--- config.mk ---
export PLATFORM = sky130hd
export DESIGN_NAME = ssv_divider
export DESIGN_NICKNAME = d
export VERILOG_FILES = /design/src/design/ssv_pkg.sv /design/src/design/ssv_divider.sv
export SDC_FILE = /design/constraint.sdc
export NUM_CORES = 1
export LEC_CHECK = 0
export ABC_AREA = 1
export BUFFER_PORTS_ARGS = -buffer_cell sky130_fd_sc_hd__buf_2
export CAP_MARGIN = 20
export CORE_MARGIN = 1
export CORE_UTILIZATION = 49
export DETAILED_ROUTE_END_ITERATION = 10
export PLACE_DENSITY_LB_ADDON = 0.08
export SYNTH_ARGS = -nofsm -noshare
export SYNTH_HDL_FRONTEND = slang
export SYNTH_SLANG_ARGS = --single-unit
--- constraint.sdc ---
create_clock -name clk -period 2.55 [get_ports clk]
set_input_delay 0.255 -clock clk [delete_from_list [all_inputs] [get_ports clk]]
set_output_delay 0.255 -clock clk [all_outputs]
set_load 0.05 [all_outputs]
--- src/design/ssv_pkg.sv ---
// Shared types, constants and the sine table function for the step sequencer.
// Used by every module of the block; depends on nothing.
package ssv_pkg;

    localparam int MAX_STEPS_DEF       = 16;
    localparam int SINE_TABLE_BITS_DEF = 10;
    localparam int PHASE_BITS_DEF      = 32;

    localparam int TEMPO_W   = 9;
    localparam int RATE_W    = 18;
    localparam int ND_W      = 16;
    localparam int STEPS_W   = 5;
    localparam int LEN_W     = 22;
    localparam int FREQ_W    = 15;
    localparam int SAMPLE_W  = 18;
    localparam int CFG_W     = 18;
    localparam int CFG_IDX_W = 2;
    localparam int DEN_W     = 18;
    localparam int SINE_W    = 16;

    localparam int TEMPO_MAX   = 300;
    localparam int SEC_PER_MIN = 60;
    localparam int TEMPO_RESET = 120;
    localparam int RATE_RESET  = 44100;
    localparam int ND_RESET    = 22050;
    localparam int STEPS_RESET = 16;
    localparam int STEP_LEN_RESET = 2 * ((RATE_RESET * SEC_PER_MIN) / (TEMPO_RESET * 8));

    localparam logic signed [SAMPLE_W-1:0] SAMPLE_MAX = 18'sh1FFFF;
    localparam logic signed [SAMPLE_W-1:0] SAMPLE_MIN = 18'sh20000;

    localparam logic [1:0] KIND_TICK  = 2'd0;
    localparam logic [1:0] KIND_SET   = 2'd1;
    localparam logic [1:0] KIND_START = 2'd2;
    localparam logic [1:0] KIND_STOP  = 2'd3;

    localparam logic [CFG_IDX_W-1:0] REG_TEMPO = 2'd0;
    localparam logic [CFG_IDX_W-1:0] REG_RATE  = 2'd1;
    localparam logic [CFG_IDX_W-1:0] REG_DUR   = 2'd2;
    localparam logic [CFG_IDX_W-1:0] REG_STEPS = 2'd3;

    localparam logic [1:0] OP_INIT  = 2'd0;
    localparam logic [1:0] OP_CLEAR = 2'd1;
    localparam logic [1:0] OP_TICK  = 2'd2;
    localparam logic [1:0] OP_SET   = 2'd3;

    typedef struct packed {
        logic [1:0]        kind;
        logic [3:0]        voice_step;
        logic [FREQ_W-1:0] voice_frequency;
        logic              voice_enable;
    } in_item_t;

    typedef struct packed {
        logic signed [SAMPLE_W-1:0] sample_out;
        logic                       step_started;
        logic [3:0]                 started_step;
    } out_item_t;

    typedef struct packed {
        logic       start;
        logic [1:0] op;
        logic       trig_en;
        logic       set_audible;
    } eng_ctrl_t;

    // Quarter-wave polynomial mirrored into four quadrants, Q1.15.
    function automatic logic signed [SINE_W-1:0] sine_value(input int unsigned addr,
                                                            input int unsigned tbits);
        longint unsigned qb;
        longint unsigned quad;
        longint unsigned r;
        longint unsigned t;
        longint unsigned x2;
        longint unsigned p;
        longint unsigned y;
        logic signed [SINE_W-1:0] v;
        qb   = longint'(tbits) - 2;
        quad = (longint'(addr) >> qb) & 64'd3;
        r    = longint'(addr) & ((64'd1 << qb) - 64'd1);
        t    = r << (64'd16 - qb);
        if (quad == 64'd1 || quad == 64'd3) begin
            t = 64'd65536 - t;
        end
        x2 = (t * t) >> 16;
        p  = (64'd4640 * x2) >> 16;
        p  = 64'd42047 - p;
        p  = (p * x2) >> 16;
        p  = 64'd102944 - p;
        y  = (t * p) >> 16;
        y  = (y + 64'd1) >> 1;
        if (y > 64'd32767) begin
            y = 64'd32767;
        end
        v = SINE_W'(y);
        return (quad >= 64'd2) ? -v : v;
    endfunction

endpackage

--- src/design/ssv_divider.sv ---
// Shared restoring divider, one quotient bit per cycle.
// Depends on ssv_pkg for the divisor width.
module ssv_divider #(
    parameter int DW = 48
) (
    input  logic                     clk,
    input  logic                     rst_n,
    input  logic                     start,
    input  logic [DW-1:0]            dividend,
    input  logic [ssv_pkg::DEN_W-1:0] divisor,
    output logic                     done,
    output logic [DW-1:0]            quotient
);
    localparam int CNT_W = $clog2(DW + 1);

    logic                      busy_reg;
    logic [CNT_W-1:0]          cnt_reg;
    logic                      done_reg;
    logic [DW-1:0]             quo_reg;
    logic [ssv_pkg::DEN_W-1:0] rem_reg;
    logic [ssv_pkg::DEN_W-1:0] div_reg;
    logic [ssv_pkg::DEN_W:0]   rem_sh;
    logic                      ge;
    logic [ssv_pkg::DEN_W-1:0] rem_next;

    always_comb
    begin
        rem_sh   = {rem_reg, quo_reg[DW-1]};
        ge       = rem_sh >= {1'b0, div_reg};
        rem_next = ge ? ssv_pkg::DEN_W'(rem_sh - {1'b0, div_reg})
                      : ssv_pkg::DEN_W'(rem_sh);
    end

    always_ff @(posedge clk or negedge rst_n)
    begin
        if (!rst_n)
        begin
            busy_reg <= 1'b0;
            cnt_reg  <= '0;
            done_reg <= 1'b0;
        end
        else
        begin
            done_reg <= 1'b0;
            if (start)
            begin
                busy_reg <= 1'b1;
                cnt_reg  <= CNT_W'(DW);
            end
            else if (busy_reg)
            begin
                cnt_reg <= cnt_reg - 1'b1;
                if (cnt_reg == CNT_W'(1))
                begin
                    busy_reg <= 1'b0;
                    done_reg <= 1'b1;
                end
            end
        end
    end

    always_ff @(posedge clk)
    begin
        if (start)
        begin
            quo_reg <= dividend;
            rem_reg <= '0;
            div_reg <= divisor;
        end
        else if (busy_reg)
        begin
            quo_reg <= {quo_reg[DW-2:0], ge};
            rem_reg <= rem_next;
        end
    end

    assign done     = done_reg;
    assign quotient = quo_reg;
endmodule

==> results.md, run 1 <==
* Status: completed
* Unrepaired setup endpoints after global routing: false
* Largest net degree at the start of global routing at 48
* CP Capture Type: flop
* Worst-Margin Slew at 867 ps
* RR Startpoint: div_reg[13]$_DFFE_PP_
* Vias in the first global route at 3,918
* Final ANT Viol Nets at 0
* CP arrival at 2570 ps
* Yosys warnings at 0
* Routability-driven placement congestion ratio at 0.859
* Post-CTS Setup Repair Bufs at 0
* CTS tree: built
* Seq cells post-synth at 92
* Synth cell types at 36
* Post-Syn Instances at 619
* Root Buffer: clkbuf_8
* CTS sink count at 92
* Critical path cell sequence: inv_1 > ha_1 > nand2_1 > inv_1 > nand3_1 > nor2_1 > a21oi_4 > nand2_4 > nand2_1 > nand3_1 > o21ai_1
* # rows at 36
* Max stage delay on crit path at 570 ps
* Register area share after synthesis at 50.7%
* Synthesized area per cell at 8.11 sq um
* Average wire per cell in the routed design at 12.6 um
* Main area contributors after synthesis: edfxtp_1 (40%), nand2_1 (21%), dfxtp_1 (7.2%), inv_1 (5.4%), ha_1 (5.0%)
* Placed Instance Area at 5720 sq um
* Leak at 0.00311 uW
* Rel. slew slack at 42.0%
* Period utilization at 89.4%
* Post-synth top area share at 39.5%
* PnR Total Power at 5410 uW
* Top FF cell, synth: edfxtp_1
* Share of post-route cells with drive strength above 1 at 21.1%
* CTS Buf Count at 9
* PwrDens at 916 nW/um^2
* Post-synth EDFFs at 66
* Worst path top cell family by delay: simple AND/OR/NAND/NOR gates
* GRT Total Usage at 22.3%
* # H-tree levels at 3
* 1st-iter DRT viols at 163
* Number of I/O port buffers at 117
* Worst-path clk slew at 90 ps
* CP required at 2830 ps
* First-pass GRT wire length at 18,100 um
* Clk_lat worst skew at 360 ps
* Ports at 118
* Area grow syn2layout at 17.8%
* Maxcap violations at 0
* CP Class: reg -> reg
* Initial Utilization at 50.9%
* Residual DRC at 0
* CTS Buffer Depth at 2
* Nets@finish at 824
* Fill cells at 929
* Crit path launch: div_reg[13]$_DFFE_PP_
* Synth area leader: edfxtp_1
* Vias at 4,216
* DRT Pass-1 Iters at 4
* Die Wd at 103 um
* Final Max Slew Viols at 0
* Syn Nets at 709
* Final setup viols at 0
* Post-synth ARST share at 8.70%
* DIE AREA at 10,600 sq um
* Final hold viol count at 0
* DP HPWL at 7860 um
* GRT overflow at 0
* Fmax at 438 MHz
* Design Area, Final at 5910 sq um
* Crit-path max FO at 21
* Max VDD drop at 400 uV
* Final WS setup at 269 ps
* Crit path launch type: flop
* Routed vias/inst at 4.83
* Layout Skew at 6.70 ps
* Post-Syn Area at 5020 sq um
* Place WS at -69.3 ps
* Worst Path Buf+Inv at 2
* Die H at 103 um
* Initial antenna violation count at 0
* Largest register FFs at 48
* Post-layout min period at 2280 ps
* Min-Delay Path Class: in -> reg
* Crit-path slowest cell: a21oi_4
* Core box area at 9860 sq um
* Antenna diodes at 0
* Min-delay src: divisor[14]
* Post-Route WL at 11,000 um
==> stage by stage <==
step | instances | setup TNS, ps | hold WS, ps | util (%)
floorplan | 619 | 0 | -40.6 | -
global placement | 855 | 0 | 106 | 58.0
detailed placement | 855 | -878 | 109 | 58.0
CTS | 872 | 0 | 46.6 | 59.9
global route | 872 | 0 | 44.0 | 59.9
finish | 872 | 0 | 66.3 | 59.9
==> repair_timing <==
action                     in CTS  in global routing
hold buffers                    1                  0
hold endpoints to repair        8                  0
resized for setup               1                  0
setup endpoints to repair      17                  0
==> layer usage <==
| layer | vias up | global-route usage [%] | share of wire, % |
|---|---|---|---|
| li1 | 2188 | - | - |
| met1 | 1905 | 29.2 | 46 |
| met2 | 111 | 36.4 | 47 |
| met3 | 12 | 4.17 | 5.4 |
| met4 | 0 | 9.21 | 1.4 |
| met5 | - | 0 | 0 |
==> worst register-to-register path, delay by kind of cell, from the launching register on <==
kind,cells,cell delay [ps]
simple gates,6,760
flops,1,390
compound gates,2,660
fa+ha+maj,1,280
buf+inv,2,130
==> power by group <==
| group | internal (uW) | switching (uW) |
|---|---|---|
| clock | 381 | 521 |
| sequential | 1860 | 152 |
| combinational | 874 | 1620 |
==> cell usage after synthesis (6+ instances only) <==
| cell | number |
|---|---|
| clkbuf_1 | 13 |
| o21ai_1 | 6 |
| nor2_1 | 25 |
| edfxtp_1 | 66 |
| nand3b_1 | 15 |
| inv_1 | 72 |
| dfrtp_1 | 8 |
| a21oi_1 | 14 |
| nand2_1 | 275 |
| dfxtp_1 | 18 |
| ha_1 | 20 |
| nand3_1 | 36 |
| o21ai_0 | 9 |
| nand2_2 | 7 |
==> worst paths after layout <==
path	to	slack, ps	depth (start not counted)
min in group asynchronous	cnt_reg[2]$_DFFE_PN0P_	250	2
max	rem_reg[4]$_SDFFE_PP0P_	270	11
max reg2reg	rem_reg[4]$_SDFFE_PP0P_	270	11
max in group asynchronous	cnt_reg[5]$_DFFE_PN0P_	2130	2
min reg2reg	rem_reg[10]$_SDFFE_PP0P_	480	2
min	div_reg[14]$_DFFE_PP_	70	1
==> layout make-up <==
type / count / area (sq um) / share of cell area, %
Clock buffer: 12 / 145 / 2.46
Clock inverter: 4 / 26.3 / 0.445
Inverter: 74 / 278 / 4.70
Multi-Input combinational cell: 432 / 2090 / 35.4
Sequential cell: 92 / 2540 / 43.0
Tap cell: 133 / 166 / 2.82
Timing Repair Buffer: 125 / 661 / 11.2
==> logic make-up (layout without fill, tap and decap cells) <==
| family | after synthesis | count (layout) | share of synthesized area [%] |
|---|---|---|---|
| AOI/OAI and AO/OA | 36 | 36 | 4.14 |
| xor gates and xnor gates | 7 | 7 | 1.22 |
| adders and majority gates | 21 | 21 | 5.39 |
| buffers and inverters | 95 | 215 | 7.78 |
| DFF | 92 | 92 | 50.7 |
| and+or+nand+nor | 368 | 368 | 30.8 |
==> placed cells by master (no fill, tap or decap), drive strengths merged, types with 2 or more instances in the layout <==
master,synthesis,final
clkinv,1,5
xor2,2,2
nand3,38,38
buf,8,124
xnor2,5,5
dfxtp,18,18
nor2,26,26
o21ai,16,16
inv,73,73
edfxtp,66,66
clkbuf,13,12
ha,20,20
nand2,284,284
nor3,2,2
nand3b,15,15
a21oi,17,17
dfrtp,8,8
Power figures use the tool's default switching activity.
==> inputs of run 2 (changes only) <==
Settings changed: CTS_CLUSTER_DIAMETER set to 150, PLACE_DENSITY_LB_ADDON 0.08 to 0.1.
==> results.md, run 2 (synthesized netlist as in run 1, its figures left out) <==
* Status: completed
* Crit path launch type: flop
* Clk_lat worst skew at 350 ps (about the same)
* # H-tree levels at 3 (unchanged)
* Post-Route WL at 11,400 um (+3.0%)
* Fmax at 453 MHz (+3.2%)
* Share of post-route cells with drive strength above 1 at 21.3% (+0.16 points)
* GRT Total Usage at 22.8% (+0.53 points)
* Worst R2R End: rem_reg[14]$_SDFFE_PP0P_
* Vias in the first global route at 4,081 (+4.2%)
* Worst Reg-to-Reg Cells at 15 (+4)
* Post-layout min period at 2210 ps (-71.1 ps)
* Die H at 103 um (unchanged)
* Unrepaired setup endpoints after global routing: false
* CTS Buf Count at 9 (unchanged)
* CTS sink count at 92 (unchanged)
* Routability-driven placement congestion ratio at 0.823 (-4.2%)
* Nets@finish at 823 (-0.12%)
* Placed instance count at 854 (-0.12%)
* Layout Skew at 6.80 ps (+0.0967 ps)
* Number of I/O port buffers at 117 (unchanged)
* Leak at 0.00313 uW (+0.36%)
* R2R Setup Slk at 340 ps (+70 ps)
* Core box area at 9860 sq um (unchanged)
* CTS Buffer Depth at 2 (unchanged)
* Leading cell type in the layout, fill and taps excluded: nand2_1
* CTS tree: built
* Average wire per cell in the routed design at 13.0 um (+3.1%)
* Routed vias/inst at 4.94 (+2.1%)
* Period utilization at 86.7% (-2.8 points)
* Initial Utilization at 50.9% (unchanged)
* Placed Instance Area at 5730 sq um (about the same)
* Post-route setup TNS at 0 ps (unchanged)
* Die Wd at 103 um (unchanged)
* # rows at 36 (unchanged)
* Vias at 4,300 (+2.0%)
* Fill cells at 938 (+0.97%)
* Final WS setup at 340 ps (+71.1 ps)
* First-pass GRT wire length at 18,500 um (+2.2%)
* PwrDens at 931 nW/um^2 (+1.7%)
* DRT Pass-1 Iters at 4 (unchanged)
* 1st-iter DRT viols at 151 (-7.4%)
* Max VDD drop at 384 uV (-4.0%)
* Min-delay src: divisor[16]
* DP HPWL at 8300 um (+5.7%)
* Maxcap violations at 0 (unchanged)
* CP Capture Type: flop
* Hold buffers post-CTS at 1 (unchanged)
* Min-Delay Path Class: in -> reg
* Initial antenna violation count at 0 (unchanged)
* Rel. slew slack at 44.4% (+2.4 points)
* Largest register FFs at 48 (unchanged)
* Final Max Slew Viols at 0 (unchanged)
* Post_cts resized at 0 (-1)
* GRT overflow at 0 (unchanged)
* Fin cells at 871 (-0.11%)
* Crit-path max FO at 3 (-86%)
* DIE AREA at 10,600 sq um (unchanged)
* Root Buffer: clkbuf_8
* Area grow syn2layout at 18.4%
* Design Area, Final at 5940 sq um (+0.47%)
* RR Startpoint: quotient[47]$_DFFE_PP_
* Final hold viol count at 0 (unchanged)
* Residual DRC at 0 (unchanged)
* Cells on Worst Hold Path at 1 (unchanged)
* Final setup viols at 0 (unchanged)
* CP Class: reg -> reg
* PnR Total Power at 5530 uW (+2.2%)
* Antenna diodes at 0 (unchanged)
* Place WS at 380 ps (+450 ps)
* Final ANT Viol Nets at 0 (unchanged)
* WHS Endpoint: div_reg[16]$_DFFE_PP_
* Worst-Margin Slew at 831 ps (-36.5 ps)
* Worst-path clk slew at 90 ps (about the same)
* Ports at 118 (unchanged)
* CP required at 2800 ps (-30 ps)
* CP arrival at 2460 ps (-110 ps)
* Most frequent cells in the layout: nand2_1 (275), buf_2 (117), inv_1 (71), edfxtp_1 (66), nand3_1 (36)
* Post-CTS Setup Repair Bufs at 0 (unchanged)
* Largest net degree at the start of global routing at 65 (+35%)
-- run 2: changes by cell type in the layout (fill, tap and decap cells not counted) --
| cell | previous run | this run |
|---|---|---|
| inv_6 | 0 | 1 |
| buf_12 | 1 | 2 |
| buf_4 | 6 | 4 |
| clkinv_4 | 2 | 1 |
| bufinv_16 | 0 | 1 |
| clkbuf_1 | 2 | 1 |
| clkinvlp_4 | 0 | 1 |
| a21oi_4 | 2 | 1 |
| clkinv_1 | 2 | 1 |
| a21oi_2 | 1 | 2 |
-- run 2: worst max-delay path, cell delays in order, from the launching register on --
cell and delay (ps):
edfxtp_1 370, inv_1 60, ha_1 180, inv_1 120
fa_1 230, nand2_1 70, nand3_1 100, nand2_1 100
o21bai_1 350, nand2_1 140, nand2_1 90, nand2_1 40
nand2_1 80, nand2_1 50, nand3_1 60, nand2_1 50
-- run 2: metrics by stage --
step / hold slack, ps / utilization (%)
floorplan: -40.6 / -
global placement: 109 / 58.1
detailed placement: 111 / 58.1
CTS: 47.0 / 60.2
global route: 47.6 / 60.2
finish: 69.9 / 60.2
-- run 2: how the worst max path moves through the flow --
stage | from | end | slack, ps | depth (start not counted)
after global placement | quotient[47]$_DFFE_PP_ | rem_reg[14]$_SDFFE_PP0P_ | 400 | 15
after floorplan | quotient[47]$_DFFE_PP_ | rem_reg[14]$_SDFFE_PP0P_ | 420 | 15
after detailed placement | quotient[47]$_DFFE_PP_ | rem_reg[14]$_SDFFE_PP0P_ | 380 | 15
final | quotient[47]$_DFFE_PP_ | rem_reg[14]$_SDFFE_PP0P_ | 340 | 15
after CTS | quotient[47]$_DFFE_PP_ | rem_reg[14]$_SDFFE_PP0P_ | 350 | 15
after global routing | quotient[47]$_DFFE_PP_ | rem_reg[14]$_SDFFE_PP0P_ | 80 | 15
-- run 2: area by class of cell --
class	count	area (sq um)	area share, %
Tap cell	133	166	2.80
Clock buffer	11	141	2.38
Multi-Input combinational cell	432	2080	35.1
Timing Repair Buffer	124	666	11.2
Sequential cell	92	2540	42.8
Inverter	74	278	4.68
Clock inverter	5	60.1	1.01
-- run 2: power by group --
part | internal, uW | total [uW] | switching [uW]
clock | 485 | 1010 | 523
combinational | 868 | 2490 | 1620
sequential | 1870 | 2030 | 164
-- run 2: per-layer routing --
| metal | global-route usage (%) | share of wire, % | vias to the layer above |
|---|---|---|---|
| li1 | - | - | 2194 |
| met1 | 29.3 | 45 | 1974 |
| met4 | 9.75 | 1.7 | 0 |
| met3 | 2.96 | 4.6 | 15 |
| met5 | 0 | 0 | - |
| met2 | 38.9 | 48 | 117 |
==> inputs of run 3 (changes only) <==
Settings changed: CAP_MARGIN 20 to not set, GPL_ROUTABILITY_DRIVEN set to 1.
Clock period 2.55 ns to 2 ns, I/O delays scaled along.
==> results.md, run 3 (synthesized netlist as in run 1, its figures left out) <==
* Leak at 0.00326 uW (+4.3%)
* DIE AREA at 10,600 sq um (unchanged)
* Final Util at 65.3% (+5.1 points)
* Initial Utilization at 50.9% (unchanged)
* CP Class: reg -> reg
* Min-Delay Path Class: in -> reg
* Crit path launch type: flop
* Place WS at -26.9 ps (-407 ps)
* Initial antenna violation count at 0 (unchanged)
* Unrepaired setup endpoints after global routing: true
* Final WS setup at 95.8 ps (-244 ps)
* DP HPWL at 7870 um (-5.2%)
* CTS tree: built
* Top Layer Used: met4
* Rel. slew slack at 68.3% (+24 points)
* CP required at 2270 ps (-530 ps)
* Die Wd at 103 um (unchanged)
* Post-Route WL at 11,200 um (-1.3%)
* Post-layout min period at 1900 ps (-306 ps)
* Fmax at 525 MHz (+16%)
* Placed instance count at 861 (+0.82%)
* Period utilization at 95.2% (+8.5 points)
* Largest register FFs at 48 (unchanged)
* Most frequent cells in the layout: nand2_1 (265), buf_2 (117), inv_1 (67), edfxtp_1 (66), nand3_1 (33)
* Final Max Slew Viols at 0 (unchanged)
* DRT Pass-1 Iters at 4 (unchanged)
* Ports at 118 (unchanged)
* GRT Total Usage at 22.0% (-0.82 points)
* GRT overflow at 0 (unchanged)
* R2R Setup Slk at 100 ps (-240 ps)
* Vias in the first global route at 4,137 (+1.4%)
* Residual DRC at 0 (unchanged)
* Clk_lat worst skew at 370 ps (+20 ps)
* PwrDens at 1150 nW/um^2 (+24%)
* Leading cell type in the layout, fill and taps excluded: nand2_1
* Number of I/O port buffers at 117 (unchanged)
* CTS sink count at 92 (unchanged)
* Maxcap violations at 0 (unchanged)
* Worst-path clk slew at 80 ps (about the same)
* Largest net degree at the start of global routing at 51 (-22%)
* Average wire per cell in the routed design at 12.5 um (-4.4%)
* Fin cells at 900 (+3.3%)
* CP Capture Type: flop
* First-pass GRT wire length at 18,000 um (-3.1%)
* Nets@finish at 852 (+3.5%)
* Layout Skew at 11.2 ps (+4.39 ps)
* Final hold viol count at 0 (unchanged)
* PnR Total Power at 7420 uW (+34%)
* Routability-driven placement congestion ratio at 0.859 (+4.4%)
* # H-tree levels at 3 (unchanged)
* CP arrival at 2170 ps (-290 ps)
* Share of post-route cells with drive strength above 1 at 26.2% (+4.9 points)
* Routed length on met1 at 4910 um (-4.5%)
* Core box area at 9860 sq um (unchanged)
* Worst-Margin Slew at 476 ps (-355 ps)
* Antenna diodes at 0 (unchanged)
* Final setup viols at 0 (unchanged)
* CTS Buffer Depth at 2 (unchanged)
* Post-route setup TNS at 0 ps (unchanged)
* Final ANT Viol Nets at 0 (unchanged)
* # rows at 36 (unchanged)
* Root Buffer: clkbuf_8
* Max VDD drop at 498 uV (+30%)
* Die H at 103 um (unchanged)
* Area grow syn2layout at 28.3%
* Met3 Wirelength at 533 um (+2.5%)
* 1st-iter DRT viols at 160 (+6.0%)
* Routed vias/inst at 4.87 (-1.3%)
* Vias at 4,385 (+2.0%)
* CTS Buf Count at 9 (unchanged)
* Crit-path max FO at 6 (+3)
* Status: completed
* Met2 WL at 5470 um (-0.73%)
[run 3: per-stage QoR]
stage | hold WS [ps] | cell area [sq um]
final | 26.9 | 6440
after global routing | 17.3 | 6440
after CTS | 15.6 | 6150
after detailed placement | 54.5 | 5800
after global placement | 47.6 | 5800
after floorplan | -95.6 | 5030
[run 3: metal layers]
metal | vias up | GRT usage (%)
li1 | 2245 | -
met1 | 2007 | 26.8
met4 | 0 | 10.9
met3 | 23 | 4.23
met2 | 110 | 37.3
met5 | - | 0
[run 3: layout make-up]
cell class              count  area (sq um)
fillers                   842          3430
flip-flops and latches     92          2540
multi-input cells         432          2320
repair buffers            153           967
inverters                  74           280
well taps                 133           166
clock buffers              12           135
clock inverters             4          26.3
[run 3: worst max-delay path: stages (launching register included)]
cell      delay, ps
edfxtp_1        360
inv_1            60
ha_2            300
nand2_4         100
nor2_1           70
and3_4          180
a21oi_4         260
buf_4           210
nand3_1          80
nand2_1          60
inv_1            40
nand2_1          40
nand2_1          50
[run 3: power by group]
part	total [uW]	internal, uW	switching (uW)
registers	2600	2380	225
logic	3710	1460	2250
clock network	1110	452	653
[run 3: worst paths after layout]
check / start / endpoint / cells after the start
worst min-delay path: divisor[0] / div_reg[0]$_DFFE_PP_ / 1
max in group asynchronous: rst_n / busy_reg$_DFF_PN0_ / 2
worst max register to register: div_reg[4]$_DFFE_PP_ / rem_reg[17]$_SDFFE_PP0P_ / 12
worst min register to register: rem_reg[15]$_SDFFE_PP0P_ / rem_reg[15]$_SDFFE_PP0P_ / 2
worst max-delay path: div_reg[4]$_DFFE_PP_ / rem_reg[17]$_SDFFE_PP0P_ / 12
min in group asynchronous: rst_n / cnt_reg[0]$_DFFE_PN0P_ / 2
[run 3: timing repair]
action,CTS,global route
setup buffers,0,4
cloned,0,1
endpoints found under the hold margin,25,0
resized for setup,3,47
pin swaps,0,16
hold buffers,18,0
endpoints found under the setup margin,3,19
